[config.mk]
export PLATFORM = sky130hd
export DESIGN_NAME = lps_ctrl
export DESIGN_NICKNAME = d
export VERILOG_FILES = /design/src/rtl/core/lps_pkg.sv /design/src/rtl/core/lps_ctrl.sv
export SDC_FILE = /design/constraint.sdc
export NUM_CORES = 1
export LEC_CHECK = 0
export ABC_AREA = 1
export BUFFER_PORTS_ARGS = -buffer_cell sky130_fd_sc_hd__buf_2
export CORE_AREA = 2 2 39 41
export CTS_CLUSTER_DIAMETER = 40
export CTS_CLUSTER_SIZE = 20
export DETAILED_ROUTE_END_ITERATION = 10
export DIE_AREA = 0 0 41 43
export GPL_ROUTABILITY_DRIVEN = 0
export GPL_TIMING_DRIVEN = 1
export PLACE_DENSITY = 0.56
export REMOVE_ABC_BUFFERS = 1
export SETUP_SLACK_MARGIN = 0.4
export SYNTH_ARGS = -nofsm -noshare
export SYNTH_HDL_FRONTEND = slang
export SYNTH_SLANG_ARGS = --single-unit
[constraint.sdc]
create_clock -name clk -period 1.7 [get_ports clk]
set_clock_uncertainty 0.1 [all_clocks]
set_input_delay 0.085 -clock clk [delete_from_list [all_inputs] [get_ports clk]]
set_output_delay 0.085 -clock clk [all_outputs]
set_load 0.05 [all_outputs]
[src/rtl/core/lps_pkg.sv]
package lps_pkg;

  localparam int NUM_PEAKS_DEF = 9;
  localparam int FRAC_BITS_DEF = 16;

  localparam logic OP_EVAL = 1'b0;
  localparam logic OP_LOAD = 1'b1;

  typedef struct packed {
    logic               operation;
    logic [3:0]         peak_index;
    logic signed [31:0] center_in;
    logic signed [31:0] amplitude_in;
    logic [30:0]        width_in;
    logic signed [31:0] sample_x;
    logic               last_in;
  } lps_in_t;

  typedef struct packed {
    logic signed [31:0] model_value;
    logic               saturated;
    logic               last_out;
  } lps_out_t;

  // Controller to datapath commands
  typedef struct packed {
    logic load_peak;   // write table entry from input item
    logic start_eval;  // latch x and load sum with the background offset
    logic start_peak;  // compute d^2, w^2 for current peak
    logic mul_num;     // low numerator partial product and denominator
    logic mul_hi;      // add high numerator partial product
    logic div_step;    // one restoring division step
    logic accum;       // add signed quotient to sum
    logic next_peak;   // advance peak pointer
    logic finish;      // saturate and load output register
  } lps_cmd_t;

  typedef struct packed {
    logic last_peak;
    logic div_done;
  } lps_stat_t;

endpackage

[src/rtl/core/lps_ctrl.sv]
module lps_ctrl (
  input  logic               clk,
  input  logic               rst,
  input  logic               in_valid,
  output logic               in_ready,
  input  logic               in_op,
  output logic               out_valid,
  input  logic               out_ready,
  input  lps_pkg::lps_stat_t stat,
  output lps_pkg::lps_cmd_t  cmd
);
  import lps_pkg::*;

  typedef enum logic [2:0] {
    S_IDLE, S_SQ, S_MUL, S_MULH, S_DIV, S_ACC, S_FIN, S_OUT
  } state_t;
  state_t state;
  logic   acc_go;

  assign in_ready = (state == S_IDLE) || ((state == S_OUT) && out_ready);
  assign out_valid = (state == S_OUT);
  assign acc_go = in_valid && in_ready;

  always_comb begin
    cmd = '0;
    cmd.load_peak  = acc_go && (in_op == OP_LOAD);
    cmd.start_eval = acc_go && (in_op == OP_EVAL);
    cmd.start_peak = (state == S_SQ);
    cmd.mul_num    = (state == S_MUL);
    cmd.mul_hi     = (state == S_MULH);
    cmd.div_step   = (state == S_DIV);
    cmd.accum      = (state == S_ACC);
    cmd.next_peak  = (state == S_ACC) && !stat.last_peak;
    cmd.finish     = (state == S_FIN);
  end

  always_ff @(posedge clk) begin
    if (rst) begin
      state <= S_IDLE;
    end else begin
      unique case (state)
        S_IDLE, S_OUT: begin
          if (acc_go && in_op == OP_EVAL) state <= S_SQ;
          else if (state == S_OUT && out_ready) state <= S_IDLE;
        end
        S_SQ:  state <= S_MUL;
        S_MUL: state <= S_MULH;
        S_MULH: state <= S_DIV;
        S_DIV: if (stat.div_done) state <= S_ACC;
        S_ACC: state <= stat.last_peak ? S_FIN : S_SQ;
        S_FIN: state <= S_OUT;
        default: state <= S_IDLE;
      endcase
    end
  end

endmodule

==> out/results.ini <==
[synth]
synth_seq_cells=3
muxShareOfSynthArea_pct=0
synth-xor-area-share_pct=0
synth_area_um2=276.5
ys_warn_count=0
synth_top_family_by_area=simple AND/OR/NAND/NOR gates
synth-simple-area-share_pct=52.94
syn-mean-instance-area_um2=5.121
synthAdderAreaFrac_pct=0
ys_seq_area_share_pct=21.72
synth-compound-area-share_pct=9.050
synthCells=54
synth.distinct_cells=11

[grt]
grt_antenna_before_repair=0
grt_usage_pct=9.719
grt_use_met3_pct=1.571
grtUsageMet2_pct=15.94
grt_pass1_wl_mm=1.214
busiest_layer=met2
overflow=0
grt_util_met1_pct=11.82
grt_max_degree=8
grt_pass1_vias=309

[power]
vdd_drop_max_v=0.0006001
p_per_area_nw_per_um2=1852
p_total_w=0.0009455
p_leak_nw=0.2933

[sta]
finalHoldViolCount=1
fin_setup_tns_ps=0
holdWs_ps=-2.445
finalCriticalPeriod_ps=1401
setup_viol=0
slew_headroom_pct=83.59
period_share_pct=82.39
maxSlewViolCount=0
max_clock_freq_ghz=0.7140
tightest_slew_ps=247.9
rsz0062_at_grt=yes

[route]
first_pass_iters=2
vias=387
drt-total-wl_um=795
viasPerCell=4.161
drc_errors=0
ant_nets=0
routedWlPerCell_um=8.548
drt_iter0_markers=3

[finish]
diodes=0
largest_register_ffs=3
final_nets=85
final_util_pct=36.89
area_growth_syn_to_layout_pct=84.62
regMostFlops=state
drive_above_1_share_pct=51.95
top_regs=state: 3 flops

[die]
pin_count=18
die_h_um=43
initial_utilization_pct=19.98
chipWidth_um=41
rows=14
die_area_um2=1763
design.core.area_um2=1384

[place]
io_buffers=17
dp_hpwl_um=575.1

[clock_network]
tritoncts=yes
cts_root_buffer=clkbuf_4
path_clk_slew_ps=40
clock-sinks=3
numCtsBuffers=3
clock_latency_ps=230
cts_hold_buf=0
clock_path_buffers=2
htree_levels=1

[critical_path]
crit_path_start_kind=flip-flop
cp_max_fo=7
cp.arrival_ps=1220
criticalPathCategory=flip-flop to output pin
worst-r2r-cell-count=9
endpoint_kind=output pin
required_ps=1510

[min_path]
min_path_cells=4
hp-class=input port to flip-flop

[outcome]
violations=negative hold slack
status=finished, violations left

[job]
cap_violations=0

==> cell usage in the layout (no fill, tap or decap), drive strengths merged <==
master  Yosys  layout
buf         0      17
clkbuf      0       6
dfxtp       3       3
inv        12      12
nand2      15      15
nand3       2       2
nand4       1       1
nor2       15      15
nor3        1       1
o21ai       5       5
==> cell type report <==
type,instances,area [um^2]
Multi-Input combinational cell,39,200.2
Tap cell,16,20.02
Timing Repair Buffer,19,145.1
Clock buffer,4,26.28
Sequential cell,3,71.32
Inverter,12,47.55
Fill cell,154,873.3
==> synthesized netlist by cell type <==
cell type | n | area [um^2]
nand2_2 | 3 | 18.77
nand4_1 | 1 | 6.260
nand3_1 | 1 | 5.000
dfxtp_1 | 3 | 60.06
nand2_1 | 12 | 45.04
o21ai_0 | 5 | 25.02
nor2_1 | 15 | 56.30
inv_1 | 11 | 41.29
inv_2 | 1 | 3.750
nor3_1 | 1 | 5.000
nand3_2 | 1 | 10.01
==> stage by stage <==
stage | area (um^2) | setup WS [ps] | hold WS, ps | instances
after detailed placement | 381.6 | 333.5 | 256.0 | 87
after floorplan | 276.5 | -545.3 | 152.4 | 54
after global routing | 510.5 | 227.8 | 22.37 | 93
after CTS | 464.2 | 319.2 | 0.4718 | 91
final | 510.5 | 299.4 | -2.445 | 93
after global placement | 381.6 | 320.2 | 256.0 | 87
==> worst max-delay path: stages, from the launching register on <==
cell and delay (ps):
dfxtp_4 390, nand4_1 140, nand2_2 120, nand2_2 60
nor2_2 120, buf_6 160
==> layer usage <==
metal	share of wire, %	wire [um]	up-vias
met2	54	431	5
met5	0	0	-
met1	42	336	170
li1	-	-	212
met4	0	0	0
met3	3.4	27	0
==> report_power, final <==
part / total [W] / switching, W / internal [W]
clock: 0.000122 / 0.0000346 / 0.0000878
combinational: 0.000651 / 0.000442 / 0.000210
sequential: 0.000172 / 0.0000607 / 0.000111
==> timing repair <==
action,in CTS,in global routing
buffers inserted,0,2
setup endpoints to repair,14,12
pin swaps,1,8
resized for setup,23,12
==> worst paths after layout <==
path,startpoint,to,slack (ps)
setup reg to reg,state[1],state[0],380
hold / removal,rst,state[2],-2
setup / recovery,state[1],cmd[8],300
hold reg to reg,state[2],state[2],470
==> cell families (layout without fill, tap and decap cells) <==
group,count (synthesis),in the layout
simple gates,34,34
buf+inv,12,35
compound gates,5,5
flops,3,3
(Power assumes the default switching activity.)
